[src/design/fpw_pkg.sv]
// Shared widths, codes and types of the four-level page walker.
package fpw_pkg;

  // Default store depth in 64-bit words
  localparam int TABLE_WORDS_DEF = 4096;

  // Field widths
  localparam int OP_W    = 1;
  localparam int WIDX_W  = 12;
  localparam int DATA_W  = 64;
  localparam int VA_W    = 48;
  localparam int PA_W    = 52;
  localparam int ST_W    = 2;

  // Page-table geometry
  localparam int IDX_W   = 9;
  localparam int OFF4K_W = 12;
  localparam int OFF2M_W = 21;
  localparam int PFN_W   = PA_W - OFF4K_W;
  localparam int WORD_W  = PFN_W + IDX_W;

  // Entry bit positions
  localparam int PRESENT_BIT = 0;
  localparam int LARGE_BIT   = 7;

  // APB port
  localparam int APB_ADDR_W = 4;
  localparam int APB_DATA_W = 64;
  localparam int REG_SEL_BIT = 3;

  // Item operations
  localparam logic [OP_W-1:0] OP_WRITE     = 1'b0;
  localparam logic [OP_W-1:0] OP_TRANSLATE = 1'b1;

  // Register indexes
  localparam logic REG_TABLE_ROOT = 1'b0;

  // Result status
  typedef enum logic [ST_W-1:0] {
    ST_OK      = 2'd0,
    ST_ABSENT  = 2'd1,
    ST_OUTSIDE = 2'd2
  } status_t;

  // One result item
  typedef struct packed {
    logic [PA_W-1:0] phys_addr;
    status_t         status;
    logic            large_page;
  } res_t;

endpackage

[src/design/fpw_if.sv]
// Valid/ready channel interfaces for input items and result items.
interface fpw_in_if import fpw_pkg::*; ();
  logic              valid;
  logic              ready;
  logic [OP_W-1:0]   operation;
  logic [WIDX_W-1:0] word_index;
  logic [DATA_W-1:0] write_data;
  logic [VA_W-1:0]   virt_addr;

  modport source (output valid, operation, word_index, write_data, virt_addr,
                  input ready);
  modport sink (input valid, operation, word_index, write_data, virt_addr,
                output ready);
endinterface

interface fpw_out_if import fpw_pkg::*; ();
  logic            valid;
  logic            ready;
  logic [PA_W-1:0] phys_addr;
  logic [ST_W-1:0] status;
  logic            large_page;

  modport source (output valid, phys_addr, status, large_page, input ready);
  modport sink (input valid, phys_addr, status, large_page, output ready);
endinterface

[src/design/fpw_walker.sv]
// Walk sequencer: table writes, four-level lookups and the result register.
module fpw_walker import fpw_pkg::*; #(
  parameter int TABLE_WORDS = TABLE_WORDS_DEF,
  localparam int AW = $clog2(TABLE_WORDS)
) (
  input  logic              clk,
  input  logic              rst_n,
  fpw_in_if.sink            in_if,
  fpw_out_if.source         out_if,
  input  logic [PA_W-1:0]   table_root,
  output logic              mem_we,
  output logic [AW-1:0]     mem_waddr,
  output logic [DATA_W-1:0] mem_wdata,
  output logic              mem_re,
  output logic [AW-1:0]     mem_raddr,
  input  logic [DATA_W-1:0] mem_rdata
);

  typedef enum logic [3:0] {
    S_IDLE  = 4'b0001,
    S_FETCH = 4'b0010,
    S_CHECK = 4'b0100,
    S_DONE  = 4'b1000
  } state_t;

  // Level codes: top table down to leaf table
  localparam logic [1:0] LVL_4 = 2'd3;
  localparam logic [1:0] LVL_3 = 2'd2;
  localparam logic [1:0] LVL_2 = 2'd1;
  localparam logic [1:0] LVL_1 = 2'd0;

  localparam logic [WORD_W-1:0] WORD_LIMIT = WORD_W'(TABLE_WORDS);

  state_t             state_r, state_nxt;
  logic [1:0]         lvl_r, lvl_nxt;
  logic [PFN_W-1:0]   base_r, base_nxt;
  logic [VA_W-1:0]    va_r, va_nxt;
  res_t               res_r, res_nxt;
  logic               out_valid_r, out_valid_nxt;
  res_t               out_res_r, out_res_nxt;

  logic               in_accept;
  logic               push;
  logic [IDX_W-1:0]   idx;
  logic [WORD_W-1:0]  word;
  logic               word_in_store;
  logic [DATA_W-1:0]  entry;

  assign in_accept = in_if.valid && in_if.ready;
  assign in_if.ready = (state_r == S_IDLE);

  // Store writes go straight to memory on acceptance
  assign mem_we    = in_accept && (in_if.operation == OP_WRITE) &&
                     (32'(in_if.word_index) < 32'(TABLE_WORDS));
  assign mem_waddr = AW'(in_if.word_index);
  assign mem_wdata = in_if.write_data;

  // Select the index field of the current level
  always_comb begin
    unique case (lvl_r)
      LVL_4:   idx = va_r[OFF4K_W + 3*IDX_W +: IDX_W];
      LVL_3:   idx = va_r[OFF4K_W + 2*IDX_W +: IDX_W];
      LVL_2:   idx = va_r[OFF4K_W + IDX_W +: IDX_W];
      default: idx = va_r[OFF4K_W +: IDX_W];
    endcase
  end

  // Base is 4 KB aligned, so the word address is a concatenation
  assign word          = {base_r, idx};
  assign word_in_store = (word < WORD_LIMIT);
  assign mem_re        = (state_r == S_FETCH) && word_in_store;
  assign mem_raddr     = word[AW-1:0];
  assign entry         = mem_rdata;

  assign push = (state_r == S_DONE) && (!out_valid_r || out_if.ready);

  // Sequencer
  always_comb begin
    state_nxt = state_r;
    lvl_nxt   = lvl_r;
    base_nxt  = base_r;
    va_nxt    = va_r;
    res_nxt   = res_r;
    unique case (state_r)
      S_IDLE: begin
        if (in_accept) begin
          res_nxt = '0;
          if (in_if.operation == OP_WRITE) begin
            state_nxt = S_DONE;
          end else begin
            base_nxt  = table_root[PA_W-1:OFF4K_W];
            va_nxt    = in_if.virt_addr;
            lvl_nxt   = LVL_4;
            state_nxt = S_FETCH;
          end
        end
      end
      S_FETCH: begin
        if (word_in_store) begin
          state_nxt = S_CHECK;
        end else begin
          res_nxt.status = ST_OUTSIDE;
          state_nxt      = S_DONE;
        end
      end
      S_CHECK: begin
        priority if (!entry[PRESENT_BIT]) begin
          res_nxt.status = ST_ABSENT;
          state_nxt      = S_DONE;
        end else if ((lvl_r == LVL_2) && entry[LARGE_BIT]) begin
          res_nxt.phys_addr  = {entry[PA_W-1:OFF2M_W], va_r[OFF2M_W-1:0]};
          res_nxt.large_page = 1'b1;
          state_nxt          = S_DONE;
        end else if (lvl_r == LVL_1) begin
          res_nxt.phys_addr = {entry[PA_W-1:OFF4K_W], va_r[OFF4K_W-1:0]};
          state_nxt         = S_DONE;
        end else begin
          base_nxt  = entry[PA_W-1:OFF4K_W];
          lvl_nxt   = lvl_r - 2'd1;
          state_nxt = S_FETCH;
        end
      end
      S_DONE: begin
        if (push) begin
          state_nxt = S_IDLE;
        end
      end
      default: state_nxt = S_IDLE;
    endcase
  end

  // Output register: drain on ready, load on push
  always_comb begin
    out_valid_nxt = out_valid_r && !out_if.ready;
    out_res_nxt   = out_res_r;
    if (push) begin
      out_valid_nxt = 1'b1;
      out_res_nxt   = res_r;
    end
  end

  always_ff @(posedge clk) begin
    if (!rst_n) begin
      state_r     <= S_IDLE;
      out_valid_r <= 1'b0;
    end else begin
      state_r     <= state_nxt;
      out_valid_r <= out_valid_nxt;
    end
  end

  always_ff @(posedge clk) begin
    lvl_r     <= lvl_nxt;
    base_r    <= base_nxt;
    va_r      <= va_nxt;
    res_r     <= res_nxt;
    out_res_r <= out_res_nxt;
  end

  assign out_if.valid      = out_valid_r;
  assign out_if.phys_addr  = out_res_r.phys_addr;
  assign out_if.status     = out_res_r.status;
  assign out_if.large_page = out_res_r.large_page;

endmodule

[src/flat_wrapper.sv]
// flat-port wrapper written by rule: the top's interface ports become plain ports
module fpw_walker_flat import fpw_pkg::*;
#(
  parameter int TABLE_WORDS = TABLE_WORDS_DEF,
  localparam int AW = $clog2(TABLE_WORDS)
)
  (clk, rst_n, table_root, mem_we, mem_waddr, mem_wdata, mem_re, mem_raddr, mem_rdata, in_if_valid, in_if_operation, in_if_word_index, in_if_write_data, in_if_virt_addr, in_if_ready, out_if_valid, out_if_phys_addr, out_if_status, out_if_large_page, out_if_ready);
  fpw_in_if in_if_i ();
  fpw_out_if out_if_i ();
  input  logic clk;
  input  logic rst_n;
  input  logic [PA_W-1:0] table_root;
  output logic mem_we;
  output logic [AW-1:0] mem_waddr;
  output logic [DATA_W-1:0] mem_wdata;
  output logic mem_re;
  output logic [AW-1:0] mem_raddr;
  input  logic [DATA_W-1:0] mem_rdata;
  input wire logic [$bits(in_if_i.valid)-1:0] in_if_valid;
  input wire logic [$bits(in_if_i.operation)-1:0] in_if_operation;
  input wire logic [$bits(in_if_i.word_index)-1:0] in_if_word_index;
  input wire logic [$bits(in_if_i.write_data)-1:0] in_if_write_data;
  input wire logic [$bits(in_if_i.virt_addr)-1:0] in_if_virt_addr;
  output wire logic [$bits(in_if_i.ready)-1:0] in_if_ready;
  output wire logic [$bits(out_if_i.valid)-1:0] out_if_valid;
  output wire logic [$bits(out_if_i.phys_addr)-1:0] out_if_phys_addr;
  output wire logic [$bits(out_if_i.status)-1:0] out_if_status;
  output wire logic [$bits(out_if_i.large_page)-1:0] out_if_large_page;
  input wire logic [$bits(out_if_i.ready)-1:0] out_if_ready;
  assign in_if_i.valid = in_if_valid;
  assign in_if_i.operation = in_if_operation;
  assign in_if_i.word_index = in_if_word_index;
  assign in_if_i.write_data = in_if_write_data;
  assign in_if_i.virt_addr = in_if_virt_addr;
  assign in_if_ready = in_if_i.ready;
  assign out_if_valid = out_if_i.valid;
  assign out_if_phys_addr = out_if_i.phys_addr;
  assign out_if_status = out_if_i.status;
  assign out_if_large_page = out_if_i.large_page;
  assign out_if_i.ready = out_if_ready;
  fpw_walker #(.TABLE_WORDS(TABLE_WORDS)) u_core (.clk(clk), .rst_n(rst_n), .in_if(in_if_i), .out_if(out_if_i), .table_root(table_root), .mem_we(mem_we), .mem_waddr(mem_waddr), .mem_wdata(mem_wdata), .mem_re(mem_re), .mem_raddr(mem_raddr), .mem_rdata(mem_rdata));
endmodule
[config.mk]
export PLATFORM = sky130hd
export DESIGN_NAME = fpw_walker_flat
export DESIGN_NICKNAME = d
export VERILOG_FILES = /design/src/design/fpw_pkg.sv /design/src/design/fpw_if.sv /design/src/design/fpw_walker.sv /design/src/flat_wrapper.sv
export SDC_FILE = /design/constraint.sdc
export NUM_CORES = 1
export LEC_CHECK = 0
export ABC_AREA = 1
export BUFFER_PORTS_ARGS = -buffer_cell sky130_fd_sc_hd__buf_2
export CAP_MARGIN = 0
export CELL_PAD_IN_SITES_DETAIL_PLACEMENT = 1
export CELL_PAD_IN_SITES_GLOBAL_PLACEMENT = 1
export CORE_ASPECT_RATIO = 0.5
export CORE_MARGIN = 4
export CORE_UTILIZATION = 39
export CTS_BUF_LIST = sky130_fd_sc_hd__clkbuf_8
export DETAILED_ROUTE_END_ITERATION = 8
export GPL_TIMING_DRIVEN = 0
export PLACE_DENSITY = 0.95
export SYNTH_ARGS = -nofsm -noshare
export SYNTH_HDL_FRONTEND = slang
export SYNTH_SLANG_ARGS = --single-unit
[constraint.sdc]
create_clock -name clk -period 7 [get_ports clk]
set_input_delay 1.4 -clock clk [delete_from_list [all_inputs] [get_ports clk]]
set_output_delay 1.4 -clock clk [all_outputs]
set_load 0.02 [all_outputs]
**Word level (Yosys, flattened, before mapping)**

Index checks and enable logic that the tools add are counted.

- Word-level logic and storage cells: 82
- Register bits after elaboration: 205
- Input bits: 245
- Output and inout bits: 147

- $add $sub $neg: 1
- Bitwise gates (word level): 1
- Muxes and demuxes: 33
- Eq/ne operators: 17
- Reductions and logical operators: 18
- Order comparisons: 1

Operators by type and width:

| cell | number |
|---|---|
| $mux W40 | 5 |
| $mux W52 | 3 |
| $pmux W52 S2 | 1 |
| $pmux W40 S2 | 1 |
| $mux W55 | 1 |
| $lt A49 B13 Y1 const B | 1 |
| $mux W4 | 7 |
| $pmux W9 S3 | 1 |
| $pmux W4 S4 | 1 |
| $mux W2 | 7 |
| $ne A2 B2 Y1 const B | 7 |
| $reduce_and A4 Y1 | 3 |
| $logic_and A1 B1 Y1 | 6 |
| $pmux W2 S3 | 1 |
| $reduce_and A6 Y1 | 1 |
| $eq A2 B2 Y1 const B | 2 |
| $eq A4 B1 Y1 const B | 1 |
| $eq A4 B2 Y1 const B | 1 |
| $eq A4 B3 Y1 const B | 1 |
| $eq A4 B4 Y1 const B | 1 |
| $ne A2 B1 Y1 const B | 2 |
| $pmux W2 S2 | 1 |
| $mux W1 | 3 |
| $ne A3 B1 Y1 const B | 1 |
| 11 further kinds | 12 |

**Depth between registers and ports, before layout**

- Depth in word-level cells: 5
- Gate-level depth with buffers: 12
- Mapped depth without buffers: 10

**Worst setup path after synthesis**

No wires, ideal clock.

- Kind: in2reg
- Start point: input port in_if_valid
- End point: register u_core.va_r[0] (enable)
- Library setup time: 0.513 ns
- Arrival: 4.743 ns
- Data required time: 6.487 ns
- Path buffers: 0
- Setup slack: 1.744 ns
- Cell stages on the path: 2
- Path through: inv_1 > nor3_1

- Longest elaborated chain between the ends: 2

RTL lines:

| element | line | RTL |
|---|---|---|
| start: declaration | flat_wrapper.sv:19 | `input wire logic [$bits(in_if_i.valid)-1:0] in_if_valid;` |
| $logic_and A1 B1 Y1 | fpw_walker.sv:49 | `assign in_accept = in_if.valid && in_if.ready;` |
| $reduce_and A3 Y1 (no line) | - |  |
| end signal: assignment | fpw_walker.sv:155 | `va_r <= va_nxt;` |
| end: declaration | fpw_walker.sv:37 | `logic [VA_W-1:0] va_r, va_nxt;` |

No other way between the ends.
A chain may end at the register's enable or synchronous reset.

**Worst setup path in the final report**

- Start point: register u_core.lvl_r[0]
- End point: output port mem_raddr[2]

- Longest elaborated chain between the ends: 2
- Elaborated cells on any way between the ends: 4
- Those cells by class: eq/ne (3); mux (1)

RTL lines:

| element | line | RTL |
|---|---|---|
| start: declaration | fpw_walker.sv:35 | `logic [1:0] lvl_r, lvl_nxt;` |
| start signal: assignment | fpw_walker.sv:153 | `lvl_r <= lvl_nxt;` |
| $eq A2 B1 Y1 or $eq A2 B2 Y1 (tied branches) | fpw_walker.sv:60 | `unique case (lvl_r)` |
| $pmux W9 S3 (*) | fpw_walker.sv:60 |  |
| end: declaration | flat_wrapper.sv:17 | `output logic [AW-1:0] mem_raddr;` |

Every way passes the cells marked *; elsewhere a longest branch is shown, timed or not.

==> summary.md <==
Actual slew at the worst max-slew pin: 0.706 ns. Setup violations remaining at the end of the flow were counted as 0. The length of the first detailed-routing pass in iterations was 4.

The fraction of layout instances using a drive strength above 1 is 0.447, and the chip width is 215 um. The largest family of logic cells by synthesized area is buffers and inverters. Port buffering added 281 buffers. The initial antenna violation count was 3.

For the effective utilization at floorplan, the log shows 0.402. The critical path goes through inv_1 > ha_1 > clkbuf_1 > nand2_1 > a31oi_1 > buf_2. The total of flip-flops plus latches after synthesis is 205, and the post-synthesis simple-gate area fraction is 0.0849. The adder and majority gate portion of the synthesized area came out at 0.00601.

The number of clock sinks was 205. The library cell used most frequently in the layout, excluding fill and tap cells, is buf_2. The first global-routing pass estimated 38.1 mm of wire.

Critical path class: reg2out. The worst IR drop on VDD was 0.150 mV; the mux contribution to synthesized area was 0. The hold violation count in the final report came out at 0. The run gives 0.205 as the overall track demand over capacity in global routing.

STA classifies the critical path startpoint as a flop. Cell internal power was estimated by the tool at 2.26 mW. The post-route clock period utilization is 0.519, and the iteration-0 DRC count of the detailed router is 253. The sum of buffers and inverters on the critical path works out to 3.

In the routed design, unresolved DRC markers number 0. The largest fanout of any net on the critical path works out to 9. The minimum hold slack came out at 0.406 ns. Detailed placement ended at an HPWL of 19.5 mm.

The routed length per placed instance works out to 20.0 um. Broken down by cell family, the worst path's largest delay share belongs to buffers and inverters. The biggest area contributor in the post-synthesis netlist is edfxtp_1.

The peak clock frequency supported by timing came out at 0.275 GHz. STA classifies the critical path endpoint as a primary output. The detail route stage leaves a number of antenna-violating nets equal to 0. Net switching share of the total power: 0.259. Summed over all layers, the routed wires come to 25.4 mm. For the row count, the log shows 37.

The last weighted congestion value of the routability-driven placer came out at 0.874. Relative to the synthesized area, the layout overhead comes to 31.2%. For this design the total switching power over the nets is 0.788 mW. The netlist uses 28 different library cells.

Yosys attributes the largest share of cell area to edfxtp_1 72%, buf_4 7.1%, nand2_1 3.6%. The clock tree root buffer cell is clkbuf_8. The area inside the core boundary came out at 20700 sq um.

The xor/xnor cell area share of the yosys netlist is 0. Power spread over the standard cell area amounts to 279 nW/um^2. STA puts the critical path data required time at 5.60 ns. The clock passes through at most 3 buffers.

In this design, the stage delay of the slowest critical-path cell is 0.45 ns. After clock tree synthesis, the flow added hold-fix buffers numbering 0. The number of max-cap violations is 0, and the TritonCTS buffer count is 31. Combinational group share of total power: 0.123.

The post-synthesis average cell area is 12.8 sq um. The via count of the first global-routing pass is 6823, and the post-CTS repair timing setup buffer count is 0. The deepest level of the CTS H-tree came out at 1. The setup slack on the worst flop-to-flop path was 4.31 ns; the netlist area before placement was 8330 sq um. For the worst-skew pair, the clock arrives at the later sink with an insertion delay of 0.58 ns. The tools report the final-report max-slew violation count as 0. The worst slew slack as a fraction of its limit was 0.528; the full die area was 23900 sq um.

Maximum number of pins on one net before global-route repair: 34. Clock period minus worst slack: 3.64 ns. 392 I/O pins were placed. Clock network fraction of design power: 0.349. For the vias after detailed routing, the log shows 5884.

The data arrival time of the worst path is 2.24 ns. Static leakage power: 4.96 nW. The logs give 649 for the post-synthesis instance total and 0 ns for the setup TNS after final layout. Cell with the largest stage delay on the worst path: edfxtp_1. The area share of the largest cell type after synthesis is 0.721.

Clock-pin slew was measured on the worst setup and hold paths at 0.07 ns. Worst min-delay path category: reg2reg. The run gives 898 as the net count of the mapped netlist. Setup repair after global routing left no endpoint under its margin.

The sequential cell area fraction in the yosys report is 0.733, and the overall overflow remaining after global route is 0. In the layout the commonest cells are 292 x buf_2, 200 x edfxtp_1, 85 x inv_1, 79 x nand2_1, 79 x buf_4. In this run the vertical extent of the chip is 111 um. At the end of the flow, the number of nets in the layout was 1220. The logs give 0.528 for the power share of the sequential group and 0 for the count of cells resized by post-cts repair.

The average via count per standard cell is 4.63. The run finished with clean final reports. The compound-gate portion of the synthesized area is 0.0533. Number of warnings reported in the yosys synthesis log: 0. TritonCTS built the clock tree. On the final layout, the worst clock skew is 0.0230 ns.
==> per-layer routing <==
metal | GRT usage | part of all wire | vias to the layer above
met4 | 0.0876 | 0.040 | 0
met5 | 0 | 0 | -
met2 | 0.394 | 0.55 | 235
met1 | 0.212 | 0.36 | 2834
li1 | - | - | 2759
met3 | 0.0510 | 0.055 | 56
==> area by class of cell <==
cell class / instances / area [sq um]
Clock inverter: 27 / 235
Clock buffer: 31 / 427
Buffer: 100 / 716
Fill cell: 2240 / 9810
Tap cell: 273 / 342
Multi-Input combinational cell: 263 / 1230
Timing Repair Buffer: 289 / 1550
Antenna cell: 3 / 7.51
Sequential cell: 205 / 6110
Inverter: 81 / 307
==> worst paths after layout <==
path	depth (start not counted)	from	end
worst max-delay path	6	u_core.lvl_r[0]	mem_raddr[2]
worst min-delay path	0	u_core.res_r[5]	u_core.out_if.phys_addr[2]
worst max register to register	9	u_core.lvl_r[0]	u_core.base_r[5]
worst min register to register	0	u_core.res_r[5]	u_core.out_if.phys_addr[2]
==> cells in the mapped netlist, drive strengths merged <==
cell / instances
nor3: 5
o21ai: 51
edfxtp: 200
a21oi: 22
nor2: 81
nand2: 81
clkbuf: 5
dfxtp: 5
nand3: 5
o21bai: 1
a31oi: 9
buf: 95
nand4: 2
a22oi: 1
inv: 81
or2: 1
ha: 4
==> cells by family (layout without fill, tap and decap cells) <==
| logic type | Yosys count | after routing |
|---|---|---|
| AND/OR/NAND/NOR | 175 | 175 |
| flip-flops | 205 | 205 |
| adder cells (fa/ha/maj) | 4 | 4 |
| buffers and inverters | 181 | 528 |
| AO/OA/AOI/OAI | 84 | 84 |
| other | 0 | 3 |
==> power groups by stage <==
stage | clock, mW | sequential (mW) | combinational [mW]
after CTS | 1.09 | 1.61 | 0.381
after detailed placement | 0 | 1.64 | 0.377
after global routing | 1.15 | 1.62 | 0.404
final | 1.06 | 1.61 | 0.375
after global placement | 0 | 1.64 | 0.320
after floorplan | 0 | 1.63 | 0.190
==> sequential cells by signal (all words and copies together), names as in the netlist, 2 cells and up <==
name and cells:
u_core.res_r 55, u_core.out_if.phys_addr 52, u_core.va_r 48, u_core.base_r 40
u_core.state_r 4, u_core.lvl_r 2, u_core.out_if.status 2
==> worst register-to-register path, stage by stage, from the launching register on <==
cell and delay, ns:
edfxtp_1 0.42, inv_1 0.09, ha_1 0.20, buf_2 0.20, inv_4 0.18, nand2_4 0.08, nor2_1 0.23, a22oi_1 0.20
nor2_4 0.55, buf_16 0.26
==> through the flow <==
stage                     cell area [sq um]  instances  power (mW)  setup slack, ns   util
after floorplan                        8330        649        1.82             1.74      -
after global placement                10100       1203        1.96            0.278  0.486
after detailed placement              10300       1211        2.01             3.64  0.495
after CTS                             10900       1269        3.08             3.30  0.526
after global routing                  10900       1272        3.18             3.16  0.527
final                                 10900       1272        3.05             3.36  0.527
No activity file was read; power rests on OpenSTA's default activity.
