File: src/design/fpw_pkg.sv
// Shared widths, codes and types of the four-level page walker.
package fpw_pkg;

  // Default store depth in 64-bit words
  localparam int TABLE_WORDS_DEF = 4096;

  // Field widths
  localparam int OP_W    = 1;
  localparam int WIDX_W  = 12;
  localparam int DATA_W  = 64;
  localparam int VA_W    = 48;
  localparam int PA_W    = 52;
  localparam int ST_W    = 2;

  // Page-table geometry
  localparam int IDX_W   = 9;
  localparam int OFF4K_W = 12;
  localparam int OFF2M_W = 21;
  localparam int PFN_W   = PA_W - OFF4K_W;
  localparam int WORD_W  = PFN_W + IDX_W;

  // Entry bit positions
  localparam int PRESENT_BIT = 0;
  localparam int LARGE_BIT   = 7;

  // APB port
  localparam int APB_ADDR_W = 4;
  localparam int APB_DATA_W = 64;
  localparam int REG_SEL_BIT = 3;

  // Item operations
  localparam logic [OP_W-1:0] OP_WRITE     = 1'b0;
  localparam logic [OP_W-1:0] OP_TRANSLATE = 1'b1;

  // Register indexes
  localparam logic REG_TABLE_ROOT = 1'b0;

  // Result status
  typedef enum logic [ST_W-1:0] {
    ST_OK      = 2'd0,
    ST_ABSENT  = 2'd1,
    ST_OUTSIDE = 2'd2
  } status_t;

  // One result item
  typedef struct packed {
    logic [PA_W-1:0] phys_addr;
    status_t         status;
    logic            large_page;
  } res_t;

endpackage

File: src/design/fpw_cfg.sv
// APB register block holding the top-level table root.
module fpw_cfg import fpw_pkg::*; (
  input  logic                  clk,
  input  logic                  rst_n,
  input  logic                  psel,
  input  logic                  penable,
  input  logic                  pwrite,
  input  logic [APB_ADDR_W-1:0] paddr,
  input  logic [APB_DATA_W-1:0] pwdata,
  output logic [APB_DATA_W-1:0] prdata,
  output logic                  pready,
  output logic [PA_W-1:0]       table_root
);

  logic [PA_W-1:0] root_r;
  logic [PA_W-1:0] root_nxt;
  logic            root_sel;

  assign root_sel = (paddr[REG_SEL_BIT] == REG_TABLE_ROOT);

  // Take the root on the access phase of a write
  always_comb begin
    root_nxt = root_r;
    if (psel && penable && pwrite && root_sel) begin
      root_nxt = pwdata[PA_W-1:0];
    end
  end

  always_ff @(posedge clk) begin
    if (!rst_n) begin
      root_r <= '0;
    end else begin
      root_r <= root_nxt;
    end
  end

  // Read back; unmapped addresses return zero
  assign prdata     = root_sel ? APB_DATA_W'(root_r) : '0;
  assign pready     = 1'b1;
  assign table_root = root_r;

endmodule

File: config.mk
export PLATFORM = sky130hd
export DESIGN_NAME = fpw_cfg
export DESIGN_NICKNAME = d
export VERILOG_FILES = /design/src/design/fpw_pkg.sv /design/src/design/fpw_cfg.sv
export SDC_FILE = /design/constraint.sdc
export NUM_CORES = 1
export LEC_CHECK = 0
export ABC_AREA = 1
export BUFFER_PORTS_ARGS = -buffer_cell sky130_fd_sc_hd__buf_2
export CORE_MARGIN = 10
export CORE_UTILIZATION = 35
export DETAILED_ROUTE_END_ITERATION = 7
export GPL_TIMING_DRIVEN = 0
export PLACE_DENSITY = 0.69
export SLEW_MARGIN = 25
export SYNTH_ARGS = -nofsm -noshare
export SYNTH_HDL_FRONTEND = slang
export SYNTH_SLANG_ARGS = --single-unit
File: constraint.sdc
create_clock -name clk -period 1.3 [get_ports clk]
set_clock_uncertainty 0.2 [all_clocks]
set_input_delay 0.195 -clock clk [delete_from_list [all_inputs] [get_ports clk]]
set_output_delay 0.195 -clock clk [all_outputs]
set_load 0.05 [all_outputs]
# Word level (Yosys, flattened, before mapping)

Index checks and enable logic that the tools add are counted.

Mux-type cells: 1
Bitwise operators: 1
Reduce and logical (&&, ||, !) cells: 3

Operators by type and width:

| cell              | number |
|---|---|
| $mux 52           | 1 |
| $logic_and 1x1->1 | 3 |
| $not 1->1         | 1 |

Flip-flop bits (word level): 52
Bits of input ports: 73
Output and inout port bits: 117
Logic and storage cells: 6

# Depth between registers and ports, before layout

Gate-level depths: netlist of the first run.

Depth after elaboration: 3
Gate-level depth with buffers: 7
Mapped depth without buffers: 5

# Worst setup path before layout of the first run

Ideal clock, no wire load.

Kind: register -> output
From: register root_r[0] (netlist: table_root[0])
To: output port prdata[0]
Arrival time: 1.364 ns
Data required time: 0.905 ns
Setup slack: -0.459 ns
Stages on the path, launching flop included: 3
Cells stage by stage: dfxtp_1 > inv_1 > nor2_1

Cells in the longest elaborated chain, start to end: 1

Ends and longest elaborated chain:

| what                     | line          | source |
|---|---|---|
| start: declaration       | fpw_cfg.sv:15 | `logic [PA_W-1:0] root_r;` |
| start signal: assignment | fpw_cfg.sv:33 | `root_r <= root_nxt;` |
| $mux 52                  | fpw_cfg.sv:38 | `assign prdata = root_sel ? APB_DATA_W'(root_r) : '0;` |
| end: declaration         | fpw_cfg.sv:10 | `output logic [APB_DATA_W-1:0] prdata,` |

Every way passes these cells.

# Final worst setup path of the first run

From: register root_r[10] (netlist: table_root[10])
To: output port prdata[10]

The elaborated chain is that of the path after synthesis.

==> results of run 1 <==
[synth_stat cells, drive strengths merged]
library cell,count
dfxtp,52
conb,2
nor2,158
buf,34
nand3,52
nand2,54
clkbuf,6
inv,107
[critical path, cell delays in order (launching register included)]
cell	delay, ps
sky130_fd_sc_hd__dfxtp_2	360
sky130_fd_sc_hd__inv_2	50
sky130_fd_sc_hd__nor2_4	100
sky130_fd_sc_hd__buf_8	150
[cell families (layout without fill, tap and decap cells)]
group / after synthesis / after routing / synth area share
buf+inv: 147 / 321 / 0.235
flops: 52 / 52 / 0.374
other cells: 2 / 13 / 0.00270
simple gates: 264 / 264 / 0.389
[final cells by class]
cell class                      instances  area [sq um]  share of cell area
Multi-Input combinational cell        277          1520               0.299
Clock buffer                            8          90.1              0.0177
Inverter                              107           409              0.0805
Timing Repair Buffer                  166          1510               0.296
Buffer                                 40           303              0.0596
Tap cell                              102           128              0.0251
Sequential cell                        52          1130               0.222
[power by group]
part	switching [mW]	leakage (nW)	internal, mW
Sequential	0.0566	0.449	1.65
Combinational	0.784	1.97	0.404
Clock	0.513	0.0455	0.436
Total	1.35	2.47	2.49
[stage by stage]
step	hold slack [ps]	power (mW)	worst slack, ps
after floorplan	211	2.55	-148
after global placement	263	2.78	-107
after detailed placement	274	2.80	-142
after CTS	0.812	3.87	-82.7
after global routing	17.5	4.03	-113
final	5.76	3.84	-58.4
[final timing paths]
check,slack [ps],cells past startpoint,endpoint,startpoint
worst max-delay path,-60,3,prdata[10],table_root[10]$_SDFFE_PN0P_
worst min-delay path,6,5,table_root[51]$_SDFFE_PN0P_,pwdata[51]
worst min register to register,300,2,table_root[19]$_SDFFE_PN0P_,table_root[19]$_SDFFE_PN0P_
worst max register to register,350,3,table_root[48]$_SDFFE_PN0P_,table_root[48]$_SDFFE_PN0P_
[metal layers]
metal,routed length (um),part of all wire,up-vias,global-route usage
met2,5050,0.51,121,0.284
met5,0,0,-,0
li1,-,-,1665,-
met1,3860,0.39,1421,0.163
met3,953,0.096,10,0.0578
met4,113,0.011,0,0.0325
[what timing repair did]
action | CTS | global route
setup buffers | 1 | 0
hold buffers | 6 | 0
endpoints found under the setup margin | 104 | 65
hold endpoints to repair | 6 | 0
resized for setup | 231 | 39
pin swaps | 28 | 9
[cells in the final DEF, fill, tap and decap left out]
cell type,n
sky130_fd_sc_hd__dfxtp_2,44
sky130_fd_sc_hd__dfxtp_4,8
sky130_fd_sc_hd__nor2_8,1
sky130_fd_sc_hd__inv_2,51
sky130_fd_sc_hd__clkbuf_8,11
sky130_fd_sc_hd__buf_8,42
sky130_fd_sc_hd__nand2_1,53
sky130_fd_sc_hd__buf_1,5
sky130_fd_sc_hd__clkbuf_1,3
sky130_fd_sc_hd__buf_2,65
sky130_fd_sc_hd__conb_1,13
sky130_fd_sc_hd__buf_6,23
sky130_fd_sc_hd__buf_4,59
sky130_fd_sc_hd__dlygate4sd3_1,6
sky130_fd_sc_hd__inv_4,3
sky130_fd_sc_hd__nand2_2,1
sky130_fd_sc_hd__nand3_1,52
sky130_fd_sc_hd__nor2_1,104
sky130_fd_sc_hd__inv_1,53
sky130_fd_sc_hd__nor2_4,53
==> results.md, run 1 <==
* Run status: complete, but fails checks
* Failing checks: negative setup slack
* Via count of the first global-routing pass at 3203
* Post-Layout Inst Area at 5080 sq um
* Total congestion overflow at 0
* Number of flip-flops under the largest register name at 52
* Worst setup EP type: output port
* Initial antenna violation count at 0
* Sequential-to-total area share from yosys stat at 0.374
* Pin count of the biggest net entering global routing at 15
* Cell Count, Final, Fillers Out at 752
* Setup repair after global routing missed its margin: true
* Classification of the worst setup path: register to output port
* Placement Rows at 32
* Leakage power total at 2.47 nW
* Number of setup violations in the final report at 52
* CTS tree: done
* Max Clock Freq at 0.736 GHz
* Cell taking the most area after synthesis: sky130_fd_sc_hd__dfxtp_1
* Crit path launch type: register
* Clock sink total at 52
* #FFs+latches synth at 52
* H-tree level count at 2
* Placement-stage cell area at 4250 sq um
* Number of hold violations in the final report at 0
* Number of distinct standard cells referenced by the synthesized netlist at 15
* Peak supply drop at 449 uV
* Via count at 3217
* Detail Route Antenna Nets at 0
* Data required time at the worst endpoint at ~900 ps
* Die area at 11900 sq um
* Class of the most critical hold timing path: input port to register
* Mapped Cells at roughly 470
* CTS root buf: sky130_fd_sc_hd__clkbuf_8
* Worst path arrival time at about 960 ps
* Fraction of layout instances using a drive strength above 1 at 0.555
* Fraction of synthesized cell area taken by the top area cell type at 0.374
* Clock Latency Late Sink at between 200 and 300 ps
* Wire length reported by the detailed router at between 9000 and 10000 um
* Fraction of the cycle the final worst path needs at 1.04
* Detailed placement HPWL at 7460 um
* Count of warnings emitted by yosys at 0
* Antenna cell count at 0
* Global-route wire length before repair at 14900 um
* I/O pin count at between 150 and 200
* Fillcell total at 640
* NumNets Final at 722
* Initial core utilization at 0.360
* Ratio of total power to cell area at ~760 nW/um^2
* Average wire length per cell after detail routing at 13.3 um
* Post-synthesis to final-layout area growth at 82.5%
* Number of cells after detailed placement at between 700 and 800
* Global router's overall resource usage at 0.154
* Clock slew seen by the registers of the worst setup and hold paths at 90 ps
* Number of max-slew violations in the final report at 0
* Worst setup margin at -58.4 ps
* Overall die width at 109 um
* Mean Syn Cell Area at 5.99 sq um
* Setup Total Neg Slack at -1730 ps
* Final standard cell utilization of the core at 0.658
* Maximum buffer depth of the clock tree at 2
* First DRT Iteration DRCs at 97
* Detail-routed via count per cell at roughly 4.3
* Critical path peak fanout at 3
* Number of input and output port buffers inserted at approximately 160
* Post-layout minimum cycle time at approximately 1400 ps
* Total CTS buffers at 5
* Cell Area, Synth at 2790 sq um
* Die Height at 109 um
* Total core area at ~7700 sq um
* Most area-consuming cells after synthesis: sky130_fd_sc_hd__dfxtp_1, sky130_fd_sc_hd__nor2_1, sky130_fd_sc_hd__inv_1
* Number of max-cap violations at 0
* Final GP Congestion at 0.826
* Pre-Repair DR Iteration Count at 4
* Residual DRC at 0
No activity file was read; power rests on OpenSTA's default activity.
==> inputs of run 2 (changes only) <==
Settings changed: CORE_UTILIZATION 35 to 25, PLACE_DENSITY 0.69 to default.
==> run 2 against run 1 <==
Effect of this change:
- the flow still finishes with violations (negative setup slack)
- critical path depth unchanged
- sequential power about the same
- fmax down 0.55%
- core utilization decreased by 16 points
- largest power group unchanged
- count of clock-buffer cells in the layout decreased by 2
- critical endpoint is now prdata[16]
- setup slack lost 7.5 ps
==> results.md, run 2 (synthesis gave the netlist of run 1 again) <==
* Run status: complete, but fails checks
* Failing checks: negative setup slack
* Global-route wire length before repair at 16900 um
* CTS root buf: sky130_fd_sc_hd__clkbuf_8
* Total CTS buffers at 5
* Via count of the first global-routing pass at 3363
* Die area at roughly 16000 sq um
* Part of the power in combinational logic at 0.307
* Grt met3 use at 0.0499
* Max Clock Freq at between 0.7 and 0.8 GHz
* Fraction of layout instances using a drive strength above 1 at 0.554
* Total core area at 10900 sq um
* Maximum buffer depth of the clock tree at 2
* Worst slack after detailed placement at -201 ps
* Part of the power in the clock network at 0.272
* Fraction of power consumed by sequential logic at 0.421
* Detailed placement HPWL at around 7800 um
* Clock Latency Late Sink at 300 ps
* Pin count of the biggest net entering global routing at 16
* Post-route worst hold slack at between 8 and 9 ps
* Initial core utilization at 0.256
* Total chip power at 4.04 mW
* Number of max-slew violations in the final report at 0
* Worst setup margin at -65.9 ps
* Global router's overall resource usage at 0.126
* Die Height at 126 um
* CTS tree: done
* Setup repair after global routing missed its margin: true
* Final GP Congestion at 0.764
* Commonest non-fill, non-tap cells in the layout: sky130_fd_sc_hd__nor2_1, sky130_fd_sc_hd__buf_2
* Worst path arrival time at ~970 ps
* Internal portion of total power at 2.66 mW
* Number of flip-flops under the largest register name at 52
* Number of setup violations in the final report at 53
* Initial antenna violation count at 0
* Total congestion overflow at 0
* Number of hold violations in the final report at 0
* Fraction of the cycle the final worst path needs at 1.05
* H-tree level count at 2
* Pre-Repair DR Iteration Count at 6
* Classification of the worst setup path: register to output port
* Number of input and output port buffers inserted at 159
* Number of max-cap violations at 0
* Antenna cell count at 0
* Via count at 3280
* Fraction of met1 tracks used by global routing at 0.140
* Residual DRC at 0
* Clock sink total at 52
* Ratio of total power to cell area at 748 nW/um^2
* Detail Route Antenna Nets at 0
* Worst setup EP type: output port
* Leakage power total at roughly 2.6 nW
* Class of the most critical hold timing path: input port to register
* Switching portion of total power at 0.342
* Crit path launch type: register
* Placement Rows at 38
* Fillcell total at 1030
* Data required time at the worst endpoint at 900 ps
* Met2 Track Usage GR at 0.224
* Peak supply drop at a little over 600 uV
* Switching power at 1.38 mW
* Post-synthesis to final-layout area growth at 93.8%
* Clock slew seen by the registers of the worst setup and hold paths at 100 ps
* Leading cell type in the layout, fill and taps excluded: sky130_fd_sc_hd__nor2_1
* Detail-routed via count per cell at 4.09
* I/O pin count at 190
* Overall die width at 126 um
* Critical path peak fanout at 3
* Average wire length per cell after detail routing at 13.0 um
* NumNets Final at roughly 730
* Wire length reported by the detailed router at about 10000 um
* First DRT Iteration DRCs at 92
* Busiest metal layer after global routing: met2
* Post-layout minimum cycle time at 1370 ps
[run 2: changes by cell type in the layout (fill, tap and decap cells not counted), moves of 2 or more]
cell | previous run | this run
sky130_fd_sc_hd__buf_4 | 59 | 42
sky130_fd_sc_hd__buf_6 | 23 | 37
sky130_fd_sc_hd__buf_8 | 42 | 53
sky130_fd_sc_hd__dlygate4sd3_1 | 6 | 14
sky130_fd_sc_hd__clkbuf_8 | 11 | 5
sky130_fd_sc_hd__dfxtp_2 | 44 | 39
sky130_fd_sc_hd__dfxtp_4 | 8 | 13
sky130_fd_sc_hd__clkbuf_1 | 3 | 1
sky130_fd_sc_hd__inv_2 | 51 | 49
sky130_fd_sc_hd__inv_4 | 3 | 5
[run 2: metal layers]
layer	wire length, um	vias to the layer above
li1	-	1690
met1	4120	1480
met2	5420	106
met3	838	4
met4	55	0
met5	0	-
[run 2: stage by stage]
step	utilization	instance area (sq um)	std cells	setup TNS, ps
6_report	0.496	5400	802	-2060
5_1_grt	0.496	5400	802	-5250
4_1_cts	0.476	5180	800	-3110
3_5_place_dp	0.395	4300	775	-12880
3_3_place_gp	0.395	4300	775	-10620
2_1_floorplan	-	3330	476	-148
[run 2: worst max-delay path: stages, from the launching register on]
cell and delay, ps:
sky130_fd_sc_hd__dfxtp_2 380, sky130_fd_sc_hd__inv_2 60, sky130_fd_sc_hd__nor2_4 90, sky130_fd_sc_hd__buf_8 150
[run 2: repair_timing]
action                     4_1_cts  5_1_grt
hold buffers                    14        0
pin swaps                       34        5
setup endpoints to repair      104       87
resized for setup              244       71
buffers inserted                 3        2
hold endpoints to repair        14        0
[run 2: area by class of cell]
| class | count | area (sq um) | area share |
|---|---|---|---|
| Timing Repair Buffer | 178 | 1720 | 0.319 |
| Inverter | 107 | 414 | 0.0767 |
| Clock inverter | 2 | 35.0 | 0.00649 |
| Buffer | 40 | 320 | 0.0593 |
| Multi-Input combinational cell | 277 | 1520 | 0.282 |
| Clock buffer | 6 | 72.6 | 0.0134 |
| Sequential cell | 52 | 1140 | 0.211 |
| Tap cell | 140 | 175 | 0.0324 |
[run 2: power groups by stage]
stage | registers (mW) | clock network, mW | logic (mW)
2_1_floorplan | 1.93 | 0 | 0.623
3_3_place_gp | 1.74 | 0 | 1.05
3_5_place_dp | 1.74 | 0 | 1.06
4_1_cts | 1.71 | 1.17 | 1.21
5_1_grt | 1.71 | 1.23 | 1.33
6_report | 1.70 | 1.10 | 1.24
[run 2: path summary, 6_finish.rpt]
path | startpoint | to | slack, ps | cells after the start
setup / recovery | table_root[16]$_SDFFE_PN0P_ | prdata[16] | -70 | 3
hold / removal | pwdata[0] | table_root[0]$_SDFFE_PN0P_ | 9 | 5
setup reg to reg | table_root[21]$_SDFFE_PN0P_ | table_root[21]$_SDFFE_PN0P_ | 380 | 3
hold reg to reg | table_root[24]$_SDFFE_PN0P_ | table_root[24]$_SDFFE_PN0P_ | 310 | 2
==> inputs of run 3 (changes only) <==
Settings changed: CELL_PAD_IN_SITES_DETAIL_PLACEMENT from default to 1, CELL_PAD_IN_SITES_GLOBAL_PLACEMENT from default to 2, CORE_UTILIZATION 25 to 19, PLACE_DENSITY_LB_ADDON from default to 0.1, SLEW_MARGIN 25 to default.
==> run 3 against run 2 <==
Effect of this change:
- the run still ends with negative setup slack left
- fmax grew 0.32%
- via count shrank 0.37%
- critical path depth grew 1
- largest power group unchanged
==> results.md, run 3 (synthesis gave the netlist of run 1 again) <==
* Wire length reported by the detailed router at 11500 um
* Crit path max-delay cell type: sky130_fd_sc_hd__clkbuf_8
* Overall die width at ~140 um
* NumNets Final at ~720
* Max Clock Freq at 0.734 GHz
* Total core area at between 10000 and 15000 sq um
* Post-layout minimum cycle time at 1360 ps
* Number of setup violations in the final report at 53
* Via count at ~3300
* Worst setup margin at -61.6 ps
* I/O pin count at 190
* Residual DRC at 0
* Clock sink total at 52
* H-tree level count at 2
* Critical path peak fanout at 10
* Leakage power total at 2.51 nW
* Classification of the worst setup path: input port to output port
* Run status: complete, but fails checks
* Global-route wire length before repair at ~18000 um
* Detail Route Antenna Nets at 0
* Via count of the first global-routing pass at 3498
* Worst path arrival time at approximately 970 ps
* Total CTS buffers at 5
* Slew headroom at 0.667
* Pre-Repair DR Iteration Count at 4
* Commonest non-fill, non-tap cells in the layout: sky130_fd_sc_hd__nor2_1, sky130_fd_sc_hd__buf_2, sky130_fd_sc_hd__buf_4
* Antenna cell count at 0
* Number of max-cap violations at 0
* Crit path launch type: input port
* Ratio of total power to cell area at 805 nW/um^2
* Final GP Congestion at 0.752
* Failing checks: negative setup slack
* Number of flip-flops under the largest register name at 52
* Buffering stage count on the worst path with inverters included at 3
* Top delay family on crit path: buffers and inverters
* CTS root buf: sky130_fd_sc_hd__clkbuf_16
* Fraction of layout instances using a drive strength above 1 at 0.558
* Clock slew seen by the registers of the worst setup and hold paths at 70 ps
* Maximum buffer depth of the clock tree at 2
* Peak supply drop at 415 uV
* Post-synthesis to final-layout area growth at 89.2%
* Total congestion overflow at 0
* Die Height at 141 um
* Placement Rows at 44
* Die area at 19900 sq um
* Data required time at the worst endpoint at approximately 900 ps
* Leading cell type in the layout, fill and taps excluded: sky130_fd_sc_hd__nor2_1
* Detail-routed via count per cell at 3.92
* Setup Total Neg Slack at -1670 ps
* Number of hold violations in the final report at 0
* Number of input and output port buffers inserted at 159
* Post-route worst hold slack at 10.6 ps
* Class of the most critical hold timing path: input port to register
* Number of max-slew violations in the final report at 0
* Average wire length per cell after detail routing at 13.8 um
* Pin count of the biggest net entering global routing at 15
* Global router's overall resource usage at 0.114
* Measured slew at the worst slew-check pin at 500 ps
* CTS tree: done
* Initial antenna violation count at 0
* Setup repair after global routing missed its margin: true
* First DRT Iteration DRCs at 92
* Worst setup EP type: output port
* Fraction of the cycle the final worst path needs at 1.05
* Detailed placement HPWL at between 8000 and 9000 um
* Cells along the critical path: buf_4 -> clkbuf_8 -> nor2_4 -> buf_8
* Delay of the slowest critical-path stage at roughly 300 ps
* Initial core utilization at 0.193
* Clock Latency Late Sink at 300 ps
-- run 3: worst paths after layout --
kind | start | end | slack (ps) | cells after the start
setup / recovery | paddr[3] | prdata[0] | -60 | 4
hold / removal | pwdata[1] | table_root[1]$_SDFFE_PN0P_ | 10 | 5
setup reg to reg | table_root[12]$_SDFFE_PN0P_ | table_root[12]$_SDFFE_PN0P_ | 380 | 3
hold reg to reg | table_root[2]$_SDFFE_PN0P_ | table_root[2]$_SDFFE_PN0P_ | 300 | 2
-- run 3: metrics by stage --
stage / setup WS [ps] / cells / area, sq um / util / power [mW]
after floorplan: -148 / 476 / 3330 / - / 2.55
after global placement: -173 / 819 / 4360 / 0.302 / 2.81
after detailed placement: -197 / 819 / 4360 / 0.302 / 2.83
after CTS: -91.7 / 830 / 5070 / 0.351 / 4.32
after global routing: -108 / 834 / 5270 / 0.365 / 4.51
final: -61.6 / 834 / 5270 / 0.365 / 4.24
-- run 3: cell type report --
class	count	area (sq um)
multi-input cells	277	1520
inverters	107	404
repair buffers	167	1540
well taps	184	230
flip-flops and latches	52	1120
plain buffers	40	318
clock inverters	1	5.00
clock buffers	6	129
fillers	1791	9160
-- run 3: repair_timing --
action                     4_1_cts  5_1_grt
setup endpoints to repair      104       61
cloned                           0        0
setup buffers                    2        4
resized for setup              208       69
hold buffers                     2        0
hold endpoints to repair         2        0
pin swaps                       28        5
-- run 3: metal layers --
metal / up-vias / track usage / wire length [um]
met3: 6 / 0.0558 / 1020
li1: 1673 / - / -
met1: 1496 / 0.129 / 4620
met5: - / 0 / 0
met2: 93 / 0.190 / 5770
met4: 0 / 0.0277 / 112
-- run 3: worst reg2reg max path, cell delays in order (launching register included) --
cell and delay [ps]:
sky130_fd_sc_hd__dfxtp_4 360, sky130_fd_sc_hd__buf_4 130, sky130_fd_sc_hd__nor2_1 90, sky130_fd_sc_hd__nor2_1 50
-- run 3: report_power, final --
group          leakage (nW)  total, mW  internal, mW  switching [mW]
clock                0.0667       1.33         0.704           0.627
combinational          2.00       1.21         0.413           0.794
sequential            0.449       1.70          1.65          0.0549
total                  2.51       4.24          2.77            1.48
